===== src/design/spr_pkg.sv =====
`default_nettype none

package spr_pkg;

    localparam int MAX_PATTERN_DEF = 8;
    localparam int CMD_BYTES       = 8;
    localparam int CMD_CNT_W       = 4;
    localparam int QUEUE_DEPTH     = 4;
    localparam int APB_ADDR_W      = 5;
    localparam int APB_DATA_W      = 64;

    localparam logic [7:0] NEWLINE = 8'h0A;

    typedef enum logic [1:0] {
        REG_PAT_BYTES = 2'd0,
        REG_PAT_LEN   = 2'd1,
        REG_REP_BYTES = 2'd2,
        REG_REP_LEN   = 2'd3
    } t_reg_idx;

    typedef struct packed {
        logic [7:0] in_byte;
        logic       line_end;
    } t_in_item;

    typedef struct packed {
        logic [7:0] out_byte;
        logic       last;
    } t_out_item;

    // bytes to emit, first byte in the lowest lane
    typedef struct packed {
        logic [8*CMD_BYTES-1:0] bytes;
        logic [CMD_CNT_W-1:0]   cnt;
    } t_cmd;

    typedef struct packed {
        logic full;
        logic empty;
    } t_q_stat;

endpackage

`default_nettype wire


===== src/design/spr_back.sv =====
`default_nettype none

module spr_back (
    input  wire                 i_clk,
    input  wire                 i_rst_n,
    input  spr_pkg::t_cmd       i_head,
    input  spr_pkg::t_q_stat    i_q_stat,
    output logic                o_pop,
    output logic                o_valid,
    input  wire                 i_ready,
    output spr_pkg::t_out_item  o_item
);

    logic [8*spr_pkg::CMD_BYTES-1:0] r_work;
    logic [spr_pkg::CMD_CNT_W-1:0]   r_left;
    logic                            r_out_valid;
    spr_pkg::t_out_item              r_out;

    logic                            busy;
    logic                            load_out;
    logic                            src_valid;
    logic                            emit;
    logic [8*spr_pkg::CMD_BYTES-1:0] src_bytes;
    logic [spr_pkg::CMD_CNT_W-1:0]   src_left;

    assign busy      = (r_left != '0);
    assign load_out  = !r_out_valid || i_ready;
    assign src_valid = busy || !i_q_stat.empty;
    assign emit      = load_out && src_valid;
    assign src_bytes = busy ? r_work : i_head.bytes;
    assign src_left  = busy ? r_left : i_head.cnt;
    assign o_pop     = emit && !busy;
    assign o_valid   = r_out_valid;
    assign o_item    = r_out;

    always_ff @(posedge i_clk) begin
        if (emit) begin
            r_work       <= src_bytes >> 8;
            r_out.out_byte <= src_bytes[7:0];
            r_out.last     <= (src_left == spr_pkg::CMD_CNT_W'(1));
        end
    end

    always_ff @(posedge i_clk) begin
        if (!i_rst_n) begin
            r_left      <= '0;
            r_out_valid <= 1'b0;
        end else begin
            if (emit) begin
                r_left <= src_left - 1'b1;
            end
            if (load_out) begin
                r_out_valid <= src_valid;
            end
        end
    end

endmodule

`default_nettype wire


===== config.mk =====
export PLATFORM = sky130hd
export DESIGN_NAME = spr_back
export DESIGN_NICKNAME = d
export VERILOG_FILES = /design/src/design/spr_pkg.sv /design/src/design/spr_back.sv
export SDC_FILE = /design/constraint.sdc
export NUM_CORES = 1
export LEC_CHECK = 0
export CORE_ASPECT_RATIO = 1.1
export CORE_UTILIZATION = 50
export CTS_CLUSTER_DIAMETER = 100
export CTS_CLUSTER_SIZE = 12
export DETAILED_ROUTE_END_ITERATION = 7
export DONT_BUFFER_PORTS = 1
export PLACE_DENSITY = 0.64
export SLEW_MARGIN = 20
export SYNTH_ARGS = -nofsm -noshare
export SYNTH_HDL_FRONTEND = slang
export SYNTH_SLANG_ARGS = --single-unit

===== constraint.sdc =====
create_clock -name i_clk -period 12.3 [get_ports i_clk]
set_input_delay 1.23 -clock i_clk [delete_from_list [all_inputs] [get_ports i_clk]]
set_output_delay 1.23 -clock i_clk [all_outputs]
set_load 0.03 [all_outputs]

==> impl_metrics.env, run 1 <==
export IMPL_status="finished clean"
export IMPL_cts_buffer_depth=2
export IMPL_worst_hold_slack_ns=0.515
export IMPL_worstSkewPairLatency_ns=0.33
export IMPL_drtAntennaViolNets=0
export IMPL_place_area_um2=3110
export IMPL_cts_tree="yes"
export IMPL_finalCriticalPeriod_ns=4.00
export IMPL_nNetsFinal=371
export IMPL_r2r_cells=4
export IMPL_design_area_um2=3260
export IMPL_wl_um=5000
export IMPL_synth_flop_cell="edfxtp_1"
export IMPL_maxSlewViolCount=0
export IMPL_antenna_cells=0
export IMPL_rr_endpoint="r_left[3]$_SDFFE_PN0P_"
export IMPL_pin_count=84
export IMPL_crit_fanout=59
export IMPL_syn_avg_cell_area_um2=10.2
export IMPL_setup_slack_ns=8.30
export IMPL_cp_slowest_cell="or4_2"
export IMPL_root_buffer="clkbuf_8"
export IMPL_remaining_drc_errors=0
export IMPL_power_density_nw_per_um2=316
export IMPL_wl_per_cell_um=13.2
export IMPL_start_util_pct=52.2
export IMPL_yosysSeqAreaShare_pct=67.3
export IMPL_clk_pin_slew_worst_paths_ns=0.07
export IMPL_drive_gt1_share_pct=5.67
export IMPL_crit_start="r_left[3]$_SDFFE_PN0P_"
export IMPL_die_h_um=83.9
export IMPL_grt_pass1_vias=1786
export IMPL_vias_per_cell=5.14
export IMPL_min_from="r_work[53]$_SDFFCE_PN0P_"
export IMPL_dp_cells=362
export IMPL_cts_hold_fix_buffers=0
export IMPL_cts_sinks=70
export IMPL_syn_inst=298
export IMPL_period_share_pct=32.5
export IMPL_fmaxAchievable_mhz=250
export IMPL_fin_skew_ns=0.00376
export IMPL_grt_max_degree=68
export IMPL_setup_tns_ns=0
export IMPL_maxCapViolCount=0
export IMPL_relSlewSlack_pct=31.4
export IMPL_irDropWorstVdd_mv=0.155
export IMPL_finalHoldViolCount=0
export IMPL_detail_route_first_pass_iterations=4
export IMPL_fillers=520
export IMPL_critPathRequiredTime_ns=11.07
export IMPL_initialDrtViolationCount=103
export IMPL_antenna_found_initial=0
export IMPL_io_buffers=0
export IMPL_stdcell_count=377
export IMPL_die_w_um=76.5
export IMPL_coreArea_um2=5840
export IMPL_netlist_area_um2=3050
export IMPL_place_hpwl_um=2890
export IMPL_grt_overflow=0
export IMPL_vias=1937
export IMPL_worst_pin_slew_ns=1.03
export IMPL_whs_endpoint="r_work[45]$_DFFE_PP_"
export IMPL_pre_cts_slack_ns=8.62
export IMPL_syn_to_final_growth_pct=6.77
export IMPL_reg2reg_slack_ns=9.86
export IMPL_cts_repair_resized=0
export IMPL_cts_buffers_inserted=9
export IMPL_slowest_delay_ns=1.19
export IMPL_grt_pass1_wl_um=8100
export IMPL_critPathKind="reg2out"
export IMPL_synth_cell_type_count=29
export IMPL_cts_htree_levels=3
export IMPL_cts_setup_buffers=0
export IMPL_r2r_start="r_left[3]$_SDFFE_PN0P_"
export IMPL_grt_setup_unrepaired="no"
export IMPL_hold_class="reg2reg"
export IMPL_ys_async_sr_fraction_pct=0
export IMPL_cp_start_kind="flop"
export IMPL_syn_num_nets=373
export IMPL_arrival_ns=2.77
export IMPL_synth_seq_cells=70
export IMPL_path_cells="or4_2 -> nor3_1"
export IMPL_fin_util_pct=55.8
export IMPL_finalPower_mw=1.03
export IMPL_gp_congestion=0.807
export IMPL_setup_viol_count_final=0
export IMPL_p_leak_nw=1.40
export IMPL_whs_path_depth=2
export IMPL_die_area_um2=6420
export IMPL_yosys_warnings=0
export IMPL_rows=29
export IMPL_grt_total_usage_pct=16.7
export IMPL_synth_edff_count=65
export IMPL_worst_setup_path_end_kind="output port"
## routing by layer
| metal | wire length, µm | share of wire, % | vias up | GRT usage [%] |
|---|---|---|---|---|
| met5 | 0 | 0 | - | 0 |
| met3 | 341 | 6.8 | 8 | 4.37 |
| met4 | 110 | 2.2 | 0 | 11.0 |
| li1 | - | - | 974 | - |
| met2 | 2300 | 46 | 64 | 27.2 |
| met1 | 2240 | 45 | 891 | 19.4 |
## power breakdown
part | leakage [nW] | switching, mW | internal (mW)
registers | 0.702 | 0.0692 | 0.457
clock network | 0.0753 | 0.0775 | 0.0706
logic | 0.625 | 0.247 | 0.108
## worst max-delay path, delay by kind of cell, from the launching register on
kind,cells,cell delay [ns]
flip-flops,1,0.37
AND/OR/NAND/NOR,2,2.06
## worst max-delay path by stage
stage	slack (ns)	endpoint
finish	8.30	o_pop
global route	8.17	o_pop
CTS	8.25	o_pop
detailed placement	8.62	o_pop
global placement	8.62	o_pop
floorplan	7.18	o_item[0]$_DFFE_PP_
## synth_stat cells (2+ instances only)
library cell	number	area, µm²
nand2_1	170	638
edfxtp_1	65	1950
and2_1	8	50.1
clkbuf_1	8	30.0
buf_2	6	30.0
dfxtp_1	5	100
inv_1	4	15.0
nor2_1	4	15.0
a21oi_1	3	15.0
a21boi_1	2	15.0
ha_1	2	25.0
nand3_1	2	10.0
nor4_1	2	12.5
nor4b_1	2	17.5
## final cells by class
| class | count | area [µm²] | share of cell area (%) |
|---|---|---|---|
| clock buffers | 12 | 135 | 4.15 |
| clock inverters | 3 | 12.5 | 0.384 |
| inverters | 4 | 15.0 | 0.461 |
| multi-input cells | 209 | 931 | 28.6 |
| flip-flops and latches | 70 | 2050 | 63.0 |
| well taps | 77 | 96.3 | 2.96 |
| repair buffers | 2 | 15.0 | 0.461 |
## cell families after synthesis
kind of cell,count (synthesis),share of synthesized area (%)
and+or+nand+nor,195,26.3
DFF,70,67.3
buffers and inverters,19,2.83
AOI/OAI and AO/OA,11,2.42
adders and majority gates,2,0.820
muxes,1,0.328
## registers in the layout, summed over array words and instances, names as in the netlist
signal / count
r_left: 4
o_item: 9
r_work: 56
o_valid: 1
## cells in the final DEF (no fill, tap or decap), types with 2 or more instances in the layout
cell type | synthesis | layout
a21boi_1 | 2 | 2
nand3_1 | 2 | 2
clkbuf_1 | 8 | 3
nor2_1 | 4 | 4
clkinv_1 | 0 | 2
ha_1 | 2 | 2
and2_1 | 8 | 8
a21oi_1 | 3 | 2
dfxtp_1 | 5 | 5
nand2_1 | 170 | 170
edfxtp_1 | 65 | 65
buf_4 | 0 | 2
clkbuf_8 | 0 | 9
inv_1 | 4 | 4
nor4b_1 | 2 | 2
Note: power is estimated with default switching activity, not from simulation.
==> run 2, diff against run 1 <==
- clock period: 12.3 -> 3.93 ns (I/O delays scaled with it)
==> impl_metrics.env, run 2 (synthesis results as in run 1) <==
export IMPL_vias=1921
export IMPL_antenna_cells=0
export IMPL_drive_gt1_share_pct=7.62
export IMPL_fillers=526
export IMPL_io_buffers=0
export IMPL_maxCapViolCount=0
export IMPL_rows=29
export IMPL_crit_start="r_left[3]$_SDFFE_PN0P_"
export IMPL_dp_cells=363
export IMPL_pin_count=84
export IMPL_finalPower_mw=3.53
export IMPL_setup_worst_path_end="o_pop"
export IMPL_setup_tns_ns=0
export IMPL_final_common_cell="nand2_1"
export IMPL_finalCriticalPeriod_ns=2.53
export IMPL_cts_tree="yes"
export IMPL_critPathKind="reg2out"
export IMPL_irDropWorstVdd_mv=0.760
export IMPL_cts_setup_buffers=0
export IMPL_syn_to_final_growth_pct=10.7
export IMPL_gp_congestion=0.776
export IMPL_die_area_um2=6420
export IMPL_drtAntennaViolNets=0
export IMPL_pre_cts_slack_ns=1.58
export IMPL_grt_total_usage_pct=17.6
export IMPL_r2r_start="r_left[3]$_SDFFE_PN0P_"
export IMPL_fin_skew_ns=0.00725
export IMPL_worst_pin_slew_ns=0.900
export IMPL_cts_hold_fix_buffers=0
export IMPL_grt_pass1_vias=1949
export IMPL_place_hpwl_um=3070
export IMPL_p_leak_nw=1.46
export IMPL_stdcell_count=379
export IMPL_crit_fanout=7
export IMPL_final_cell_mix="170 x nand2_1, 65 x edfxtp_1, 9 x clkbuf_8, 8 x and2_1, 5 x dfxtp_1"
export IMPL_setup_slack_ns=1.40
export IMPL_setup_viol_count_final=0
export IMPL_grt_overflow=0
export IMPL_reg2reg_slack_ns=1.58
export IMPL_largest_register_ffs=56
export IMPL_nNetsFinal=372
export IMPL_remaining_drc_errors=0
export IMPL_cts_sinks=70
export IMPL_period_share_pct=64.4
export IMPL_relSlewSlack_pct=39.5
export IMPL_grt_pass1_wl_um=8570
export IMPL_cp_start_kind="flop"
export IMPL_detail_route_first_pass_iterations=4
export IMPL_initialDrtViolationCount=90
export IMPL_coreArea_um2=5840
export IMPL_wl_per_cell_um=13.8
export IMPL_cts_buffer_depth=2
export IMPL_largest_register="r_work"
export IMPL_die_h_um=83.9
export IMPL_root_buffer="clkbuf_8"
export IMPL_grt_setup_unrepaired="no"
export IMPL_antenna_found_initial=0
export IMPL_finalHoldViolCount=0
export IMPL_maxSlewViolCount=0
export IMPL_arrival_ns=2.14
export IMPL_start_util_pct=52.2
export IMPL_critPathRequiredTime_ns=3.54
export IMPL_r2r_cells=8
export IMPL_status="finished clean"
export IMPL_hold_class="in2reg"
export IMPL_worst_setup_path_end_kind="output port"
export IMPL_clk_pin_slew_worst_paths_ns=0.07
export IMPL_cts_repair_resized=0
export IMPL_die_w_um=76.5
export IMPL_grt_max_degree=68
export IMPL_rr_endpoint="r_left[1]$_SDFFE_PN0P_"
export IMPL_fmaxAchievable_mhz=395
export IMPL_worstSkewPairLatency_ns=0.34
export IMPL_vias_per_cell=5.07
export IMPL_cts_htree_levels=3
export IMPL_power_density_nw_per_um2=1040
export IMPL_wl_um=5230
export IMPL_cts_buffers_inserted=9
==> run 2: cell count changes in the layout (fill, tap and decap cells not counted), sizes merged <==
cell,delta
clkinv,-1
buf,+1
clkbuf,-3
clkinvlp,+1
bufinv,+4
==> run 2: how the worst min path moves through the flow <==
| stage | from | endpoint | slack [ns] | cells past startpoint |
|---|---|---|---|---|
| 4_1_cts | i_q_stat[0] | o_valid$_SDFFE_PN0P_ | 0.12 | 1 |
| 2_1_floorplan | i_q_stat[0] | o_valid$_SDFFE_PN0P_ | 0.48 | 1 |
| 3_5_place_dp | i_q_stat[0] | o_valid$_SDFFE_PN0P_ | 0.49 | 1 |
| 5_1_grt | i_q_stat[0] | o_valid$_SDFFE_PN0P_ | 0.13 | 1 |
| 3_3_place_gp | i_q_stat[0] | o_valid$_SDFFE_PN0P_ | 0.48 | 1 |
| 6_report | i_q_stat[0] | o_valid$_SDFFE_PN0P_ | 0.14 | 1 |
==> run 2: critical path, stage by stage (launching register included) <==
cell	delay (ns)
dfxtp_1	0.37
or4_2	0.71
nor3_1	0.72
==> run 2: layout make-up <==
type / instances / area [µm²] / share of cell area [%]
Clock buffer: 9 / 124 / 3.67
Clock inverter: 7 / 136 / 4.04
Inverter: 4 / 15.0 / 0.445
Multi-Input combinational cell: 209 / 931 / 27.6
Sequential cell: 70 / 2050 / 60.8
Tap cell: 77 / 96.3 / 2.85
Timing Repair Buffer: 3 / 22.5 / 0.667
==> run 2: metrics by stage <==
step / utilization, % / area, µm² / hold slack (ns)
after floorplan: - / 3050 / 0.484
after global placement: 53.4 / 3120 / 0.485
after global routing: 57.8 / 3380 / 0.125
after detailed placement: 53.4 / 3120 / 0.489
final: 57.8 / 3380 / 0.138
after CTS: 57.8 / 3380 / 0.122
==> run 2: power by group <==
| part | internal, mW | switching, mW |
|---|---|---|
| clock network | 0.482 | 0.265 |
| logic | 0.345 | 0.782 |
| registers | 1.43 | 0.223 |
==> run 2: layer usage <==
layer	GRT usage (%)	routed length, µm	up-vias
met2	29.4	2510	65
li1	-	-	981
met5	0	0	-
met4	10.5	53	0
met1	19.8	2280	870
met3	5.36	386	5
