===== config.mk =====
export PLATFORM = sky130hd
export DESIGN_NAME = spr_queue
export DESIGN_NICKNAME = d
export VERILOG_FILES = /design/src/design/spr_pkg.sv /design/src/design/spr_queue.sv
export SDC_FILE = /design/constraint.sdc
export NUM_CORES = 1
export LEC_CHECK = 0
export CAP_MARGIN = 20
export CORE_UTILIZATION = 56
export CTS_CLUSTER_DIAMETER = 80
export DETAILED_ROUTE_END_ITERATION = 12
export DONT_BUFFER_PORTS = 1
export HOLD_SLACK_MARGIN = 0.12
export PLACE_DENSITY = 0.71
export SYNTH_ARGS = -nofsm -noshare
export SYNTH_HDL_FRONTEND = slang
export SYNTH_SLANG_ARGS = --single-unit

===== constraint.sdc =====
create_clock -name i_clk -period 2.6 [get_ports i_clk]
set_input_delay 0.26 -clock i_clk [delete_from_list [all_inputs] [get_ports i_clk]]
set_output_delay 0.26 -clock i_clk [all_outputs]
set_load 0.005 [all_outputs]

===== src/design/spr_pkg.sv =====
`default_nettype none

package spr_pkg;

    localparam int MAX_PATTERN_DEF = 8;
    localparam int CMD_BYTES       = 8;
    localparam int CMD_CNT_W       = 4;
    localparam int QUEUE_DEPTH     = 4;
    localparam int APB_ADDR_W      = 5;
    localparam int APB_DATA_W      = 64;

    localparam logic [7:0] NEWLINE = 8'h0A;

    typedef enum logic [1:0] {
        REG_PAT_BYTES = 2'd0,
        REG_PAT_LEN   = 2'd1,
        REG_REP_BYTES = 2'd2,
        REG_REP_LEN   = 2'd3
    } t_reg_idx;

    typedef struct packed {
        logic [7:0] in_byte;
        logic       line_end;
    } t_in_item;

    typedef struct packed {
        logic [7:0] out_byte;
        logic       last;
    } t_out_item;

    // bytes to emit, first byte in the lowest lane
    typedef struct packed {
        logic [8*CMD_BYTES-1:0] bytes;
        logic [CMD_CNT_W-1:0]   cnt;
    } t_cmd;

    typedef struct packed {
        logic full;
        logic empty;
    } t_q_stat;

endpackage

`default_nettype wire


===== src/design/spr_queue.sv =====
`default_nettype none

module spr_queue #(
    parameter int DEPTH = spr_pkg::QUEUE_DEPTH
) (
    input  wire                 i_clk,
    input  wire                 i_rst_n,
    input  wire                 i_push,
    input  spr_pkg::t_cmd       i_cmd,
    input  wire                 i_pop,
    output spr_pkg::t_cmd       o_head,
    output spr_pkg::t_q_stat    o_stat
);

    localparam int PW = (DEPTH > 1) ? $clog2(DEPTH) : 1;
    localparam int NW = $clog2(DEPTH + 1);

    spr_pkg::t_cmd r_mem [DEPTH];
    logic [PW-1:0] r_wr;
    logic [PW-1:0] r_rd;
    logic [NW-1:0] r_num;

    assign o_head       = r_mem[r_rd];
    assign o_stat.full  = (r_num == NW'(DEPTH));
    assign o_stat.empty = (r_num == '0);

    always_ff @(posedge i_clk) begin
        if (i_push) begin
            r_mem[r_wr] <= i_cmd;
        end
    end

    always_ff @(posedge i_clk) begin
        if (!i_rst_n) begin
            r_wr  <= '0;
            r_rd  <= '0;
            r_num <= '0;
        end else begin
            if (i_push) begin
                r_wr <= (r_wr == PW'(DEPTH - 1)) ? '0 : r_wr + 1'b1;
            end
            if (i_pop) begin
                r_rd <= (r_rd == PW'(DEPTH - 1)) ? '0 : r_rd + 1'b1;
            end
            if (i_push && !i_pop) begin
                r_num <= r_num + 1'b1;
            end else if (i_pop && !i_push) begin
                r_num <= r_num - 1'b1;
            end
        end
    end

endmodule

`default_nettype wire


==> results.tsv, run 1 <==
stage	metric	value	unit
placed_design	placed cells	623	
job	number of max-cap violations	0	
worst_setup_path	flop2flop setup slack	0.85	ns
placed_design	Port Buf Inserts	0	
timing	Hold Fails Final Rpt	0	
logic_synthesis	Compound-Gate Fraction of Synth Area	0.1945	%
logic_synthesis	Post-Synthesis Cells	400	
cells_and_area	share of layout cells above drive strength 1	23.64	%
timing	Worst-Margin Slew	0.5620	ns
cells_and_area	n_diodes	0	
placed_design	Final Wtd Congestion	0.6909	
timing	minimum clock period after layout	2.213	ns
cells_and_area	fill cell count	1104	
clocking	number of CTS-inserted buffers	28	
logic_synthesis	Simple-Gate Fraction of Synth Area	0.8752	%
logic_synthesis	top_reg_cell synth	edfxtp_1	
floorplan	Die ar.	18930	um2
worst_setup_path	Crit-path slowest cell	mux4_2	
route	total wire length	17.41	mm
worst_setup_path	Max stage delay on crit path	0.60	ns
cells_and_area	Final nets	574	
route	initial DRC count	271	
clocking	clock sink count	281	
logic_synthesis	Synth Area in XOR/XNOR	0.1702	%
placed_design	Post-Place Worst Slack	0.8448	ns
timing	fmax	451.9	MHz
worst_setup_path	critical path data required time	2.34	ns
worst_setup_path	maximum fanout along the worst path	30	
logic_synthesis	most common cell in the netlist	edfxtp_1	
floorplan	initial core utilization	57.30	%
pwr	highest ir drop seen on vdd	0.6900	mV
route	routed vias/inst	5.859	
worst_hold_path	Hold Crit Depth	3	
clocking	clock-pin slew on the worst setup and hold paths	0.06	ns
timing	fin worst setup slack	0.3872	ns
worst_setup_path	Critical Path, Cell by Cell	buf_12 > mux4_2	
clocking	post-CTS sizing	0	
timing	final setup TNS	0	ns
route	TritonRoute pass-1 iters	4	
timing	Setup-failing EPs final	0	
route	DR vias	4365	
logic_synthesis	Avg Cell Area, Syn	25.73	um2
worst_setup_path	RR Startpoint	r_wr[0]	
worst_setup_path	CP Launch Type	register	
global_routing	GR met1 Demand/Resource	24.80	%
placed_design	Placed Area	10620	um2
clocking	Worst-Skew Late Latency	0.52	ns
timing	RSZ-0062 raised after global routing	no	
worst_hold_path	Worst Hold Class	in -> reg	
pwr	Leakage	3.877	nW
logic_synthesis	asr flop ratio synth	0	%
logic_synthesis	#FFs+latches synth	281	
timing	Rel. slew slack	62.53	%
status	status	completed	
clocking	clock tree buffer depth	3	
pwr	power density over cell area	795.4	nW/um2
worst_setup_path	Crit path arrival time	1.95	ns
timing	clk_skew	0.01003	ns
global_routing	largest net degree at the start of global routing	69	
logic_synthesis	EDFF count, synth	272	
cells_and_area	Final Cell Area	12210	um2
logic_synthesis	Synth cell types	23	
clocking	Root Buffer	clkbuf_16	
floorplan	Core ar.	17960	um2
logic_synthesis	area leader, netlist	edfxtp_1	
logic_synthesis	top cell type's share of synthesized area	79.35	%
global_routing	met2 Use GR	30.99	%
floorplan	Die Width	137.6	um
floorplan	Die Height	137.6	um
global_routing	met3 Resource Use GR	5.372	%
logic_synthesis	largest family of logic cells by synthesized area	multiplexers	
route	Residual DRC	0	
logic_synthesis	largest cells by area after synthesis	edfxtp_1, mux4_2, dfxtp_1	
global_routing	GRT Residual Overflow	0	
cells_and_area	Layout Utilization	67.98	%
worst_setup_path	CP Capture Type	output port	
worst_setup_path	RR Endpoint	r_mem[2][26]	
logic_synthesis	post-synthesis mux area share	15.27	%
global_routing	Total Routing Usage GR	18.80	%
pwr	total power draw	9.714	mW
worst_setup_path	R2R depth	4	
placed_design	HPWL Detailed	9.723	mm
global_routing	vias in the first global route	4547	
worst_setup_path	worst setup path category	reg -> out	
logic_synthesis	Netlist Area Pre-Place	10290	um2
route	Post-DRT Antenna Nets	0	
timing	final worst path period share	85.11	%
cells_and_area	final instance count without filler cells	745	
logic_synthesis	register area share after synthesis	81.10	%
timing	final hold slack	0.1917	ns
worst_setup_path	CP Capture Point	o_head[46]	
logic_synthesis	top post-synthesis cells by count	edfxtp_1, mux4_2, dfxtp_1	
logic_synthesis	Net Count, Synth	479	
logic_synthesis	Yosys Warn Count	0	
clocking	CTS tree	done	
logic_synthesis	Synth Area in Adders	0.9238	%
timing	Max Slew Vio Count	0	
floorplan	FP Rows	49	
global_routing	initial antenna violation count	1	
floorplan	# IOs	142	
global_routing	global-route wire length before repair	25.77	mm
clocking	H-tree depth	1	
cells_and_area	Area Growth Syn to Fin	18.63	%
route	routed wire length per instance	23.37	um
global_routing	GRT busiest layer	met2	
[kinds of logic after synthesis]
| logic type | Yosys count |
|---|---|
| xor gates and xnor gates | 2 |
| DFF | 281 |
| and+or+nand+nor | 15 |
| AOI/OAI and AO/OA | 3 |
| adders and majority gates | 7 |
| buffers and inverters | 20 |
| muxes | 72 |
[layout by cell type (no fill, tap or decap), drive strengths merged, types with 4 or more instances in the layout]
master         n
mux4          68
ha             6
clkbuf        34
mux2i          4
inv            4
and2           5
nor2b          5
dlygate4sd3   71
clkinv        12
buf           10
dfxtp          9
edfxtp       272
[worst max-delay path: cells and delay by family, from the launching register on]
kind                   cells  cell delay (ns)
muxes                      1             0.60
DFF                        1             0.52
buffers and inverters      1             0.30
[metal layers]
metal / wire, um / vias to the layer above
met5: 13 / -
met4: 240 / 2
met3: 1422 / 18
met2: 8605 / 152
met1: 7129 / 2294
li1: - / 1899
[power breakdown]
group | internal, mW | leakage [nW] | switching, mW | total, mW
logic | 0.338 | 0.883 | 0.362 | 0.699
clock network | 2.22 | 0.420 | 1.54 | 3.77
registers | 5.19 | 2.57 | 0.0615 | 5.25
total | 7.75 | 3.88 | 1.97 | 9.71
[registers in the layout, indices dropped and copies added (netlist names), named ones only]
register / flops
r_mem: 272
r_num: 3
r_rd: 2
r_wr: 2
[timing repair]
item                       in CTS  in global routing
buffers inserted                0                  0
hold buffers                   71                  0
setup endpoints to repair       0                  0
hold endpoints to repair      281                  0
[final cells by class]
type	instances	area, um2	share of cell area, %
Inverter	4	15.01	0.1230
Clock buffer	34	744.5	6.096
Clock inverter	17	132.6	1.086
Multi-Input combinational cell	99	1804	14.77
Timing Repair Buffer	81	873.3	7.152
Sequential cell	281	8356	68.42
Tap cell	229	286.5	2.346
[worst min path at each step]
stage                          from            to  slack [ns]
final                        i_push      r_num[1]        0.19
after global placement    i_cmd[19]  r_mem[2][19]        0.36
after floorplan            i_cmd[0]   r_mem[0][0]        0.36
after global routing         i_push      r_num[2]        0.21
after CTS                    i_push      r_num[1]        0.17
after detailed placement  i_cmd[12]  r_mem[1][12]        0.36
Power figures use the tool's default switching activity.
==> run 2, diff against run 1 <==
--- a/config.mk
+++ b/config.mk
@@ -6,12 +6,12 @@
 export NUM_CORES = 1
 export LEC_CHECK = 0
 export CAP_MARGIN = 20
-export CORE_UTILIZATION = 56
+export CORE_UTILIZATION = 62
 export CTS_CLUSTER_DIAMETER = 80
 export DETAILED_ROUTE_END_ITERATION = 12
 export DONT_BUFFER_PORTS = 1
 export HOLD_SLACK_MARGIN = 0.12
-export PLACE_DENSITY = 0.71
+export PLACE_DENSITY = 0.75
 export SYNTH_ARGS = -nofsm -noshare
 export SYNTH_HDL_FRONTEND = slang
 export SYNTH_SLANG_ARGS = --single-unit
==> constraint.sdc (replaced) <==
create_clock -name i_clk -period 2.39 [get_ports i_clk]
set_input_delay 0.239 -clock i_clk [delete_from_list [all_inputs] [get_ports i_clk]]
set_output_delay 0.239 -clock i_clk [all_outputs]
set_load 0.005 [all_outputs]
==> run 2 against run 1 <==
Effect of this change:
- first-iteration DRC count increased by 9.6%
- clock power rose by 15%
- hold slack worse by 0.031 ns
- register-to-register slack worse by 0.05 ns
- worst setup slack worse by 0.071 ns
- routed wire length up 4.9%
- die area down 9.5%
- non-clock buffer count increased by 5
- clock skew increased by 0.015 ns
- critical path depth is the same
- critical endpoint is now o_head[24]
- largest cell class unchanged
==> results.tsv, run 2 (synthesis gave the netlist of run 1 again) <==
stage	metric	value	unit	change
cells_and_area	Final nets	578		+0.70%
global_routing	global-route wire length before repair	27.14	mm	+5.3%
clocking	Worst-Skew Late Latency	0.52	ns	about the same
global_routing	largest net degree at the start of global routing	39		-43%
worst_hold_path	Worst Hold Class	in -> reg		
timing	Rel. slew slack	68.88	%	+6.3 points
worst_setup_path	CP Buf/Inv Count	1		unchanged
cells_and_area	Largest regs	r_mem x272, r_num x3		
timing	Worst-Margin Slew	0.4668	ns	-0.09517 ns
timing	minimum clock period after layout	2.074	ns	
cells_and_area	Final Cell Area	12290	um2	+0.62%
route	TritonRoute pass-1 iters	4		unchanged
cells_and_area	most frequent cells in the layout	edfxtp_1, dlygate4sd3_1, mux4_2		
clocking	CTS tree	done		
worst_setup_path	CP Launch Type	register		
worst_setup_path	CP Capture Type	output port		
floorplan	Die Height	130.9	um	-4.9%
timing	clk_skew	0.02490	ns	+0.01487 ns
timing	final setup TNS	0	ns	unchanged
clocking	clock tree buffer depth	3		unchanged
route	Residual DRC	0		unchanged
pwr	highest ir drop seen on vdd	0.9322	mV	+35%
cells_and_area	fill cell count	813		-26%
global_routing	Total Routing Usage GR	22.16	%	+3.4 points
floorplan	# IOs	142		unchanged
global_routing	initial antenna violation count	0		-1
placed_design	Port Buf Inserts	0		unchanged
clocking	Root Buffer	clkbuf_16		
worst_setup_path	Crit-path slowest cell	dfxtp_4		
cells_and_area	Layout Utilization	76.52	%	+8.5 points
clocking	clock sink count	281		unchanged
route	total wire length	18.27	mm	+4.9%
global_routing	vias in the first global route	4662		+2.5%
worst_setup_path	delay-heaviest family, CP	flip-flops		
status	status	completed		
clocking	number of CTS-inserted buffers	27		-3.6%
cells_and_area	share of layout cells above drive strength 1	24.86	%	+1.2 points
timing	final worst path period share	86.77	%	
placed_design	HPWL Detailed	10.74	mm	+10%
floorplan	initial core utilization	64.10	%	+6.8 points
route	routed vias/inst	6.030		+2.9%
global_routing	GRT Residual Overflow	0		unchanged
floorplan	Die Width	130.9	um	-4.9%
clocking	H-tree depth	1		unchanged
pwr	power density over cell area	882.3	nW/um2	+11%
timing	Max Slew Vio Count	0		unchanged
timing	Setup-failing EPs final	0		unchanged
cells_and_area	max reg flops	272		unchanged
job	number of max-cap violations	0		unchanged
cells_and_area	Area Growth Syn to Fin	19.37	%	
timing	fin worst setup slack	0.3162	ns	-0.07101 ns
cells_and_area	largest reg by FF count	r_mem		
route	initial DRC count	297		+9.6%
route	DR vias	4432		+1.5%
placed_design	Placed Area	10640	um2	+0.13%
worst_setup_path	maximum fanout along the worst path	29		-3.3%
clocking	Post-CTS Setup Bufs	0		unchanged
cells_and_area	most common cell after layout, fill and taps aside	edfxtp_1		
placed_design	Post-Place Worst Slack	0.7343	ns	-0.1105 ns
timing	Hold Fails Final Rpt	0		unchanged
placed_design	Final Wtd Congestion	0.6907		about the same
cells_and_area	n_diodes	0		unchanged
timing	fmax	482.2	MHz	
worst_setup_path	worst setup path category	reg -> out		
worst_setup_path	Critical Path, Cell by Cell	buf_4 > mux4_2		
floorplan	Die ar.	17120	um2	-9.5%
timing	RSZ-0062 raised after global routing	no		
route	Post-DRT Antenna Nets	0		unchanged
worst_setup_path	critical path data required time	2.15	ns	-0.19 ns
pwr	Leakage	3.937	nW	+1.6%
floorplan	FP Rows	46		-6.1%
floorplan	Core ar.	16060	um2	-11%
clocking	clock-pin slew on the worst setup and hold paths	0.06	ns	about the same
worst_setup_path	Crit path arrival time	1.83	ns	-0.12 ns
route	routed wire length per instance	24.85	um	+6.3%
worst_setup_path	Max stage delay on crit path	0.64	ns	+0.04 ns
==> run 2: changes by cell type in the layout (fill, tap and decap cells not counted), sizes merged <==
cell,before,now
buf,10,14
clkinvlp,3,1
bufinv,2,5
clkinv,12,7
dlygate4sd3,71,72
clkbuf,34,36
==> run 2: worst reg2reg max path: stages (launching register included) <==
cell and delay [ns]:
dfxtp_1 0.40, ha_1 0.17, and2_4 0.42, buf_12 0.29
==> run 2: per-layer routing <==
metal / track usage [%] / wire length, um / share of wire [%] / vias to the layer above
met3: 5.782 / 1448 / 7.9 / 29
li1: - / - / - / 1909
met4: 5.950 / 297 / 1.6 / 0
met1: 29.11 / 7060 / 39 / 2320
met2: 37.35 / 9459 / 52 / 174
met5: 0 / 0 / 0 / -
==> run 2: worst paths after layout <==
check                               from            to  slack (ns)  depth (start not counted)
worst max-delay path            register    o_head[24]        0.32                          2
worst min register to register  r_num[2]      r_num[2]        0.54                          2
worst min-delay path              i_push  r_mem[2][31]        0.16                          1
worst max register to register   r_wr[0]   r_mem[1][5]        0.80                          3
==> run 2: layout make-up <==
cell class / count / area, um2 / share of cell area (%)
Tap cell: 216 / 270.3 / 2.199
Timing Repair Buffer: 86 / 913.4 / 7.433
Clock buffer: 36 / 739.5 / 6.018
Multi-Input combinational cell: 99 / 1804 / 14.68
Inverter: 4 / 15.01 / 0.1222
Sequential cell: 281 / 8356 / 68.00
Clock inverter: 13 / 190.2 / 1.548
==> run 2: report_power, final <==
part           switching (mW)  internal [mW]
Sequential             0.0817           5.64
Clock                    1.65           2.70
Combinational           0.393          0.373
Total                    2.12           8.72
==> run 2: timing repair <==
action / in CTS / in global routing
hold endpoints to repair: 281 / 1
gates resized for setup: 0 / 0
hold buffers: 71 / 1
==> run 2: stage by stage <==
stage	hold slack [ns]	cells	power (mW)
6_report	0.1603	735	10.84
5_1_grt	0.1523	735	11.19
4_1_cts	0.1285	734	10.92
3_5_place_dp	0.3380	614	6.454
3_3_place_gp	0.3380	614	6.425
2_1_floorplan	0.3379	400	6.278
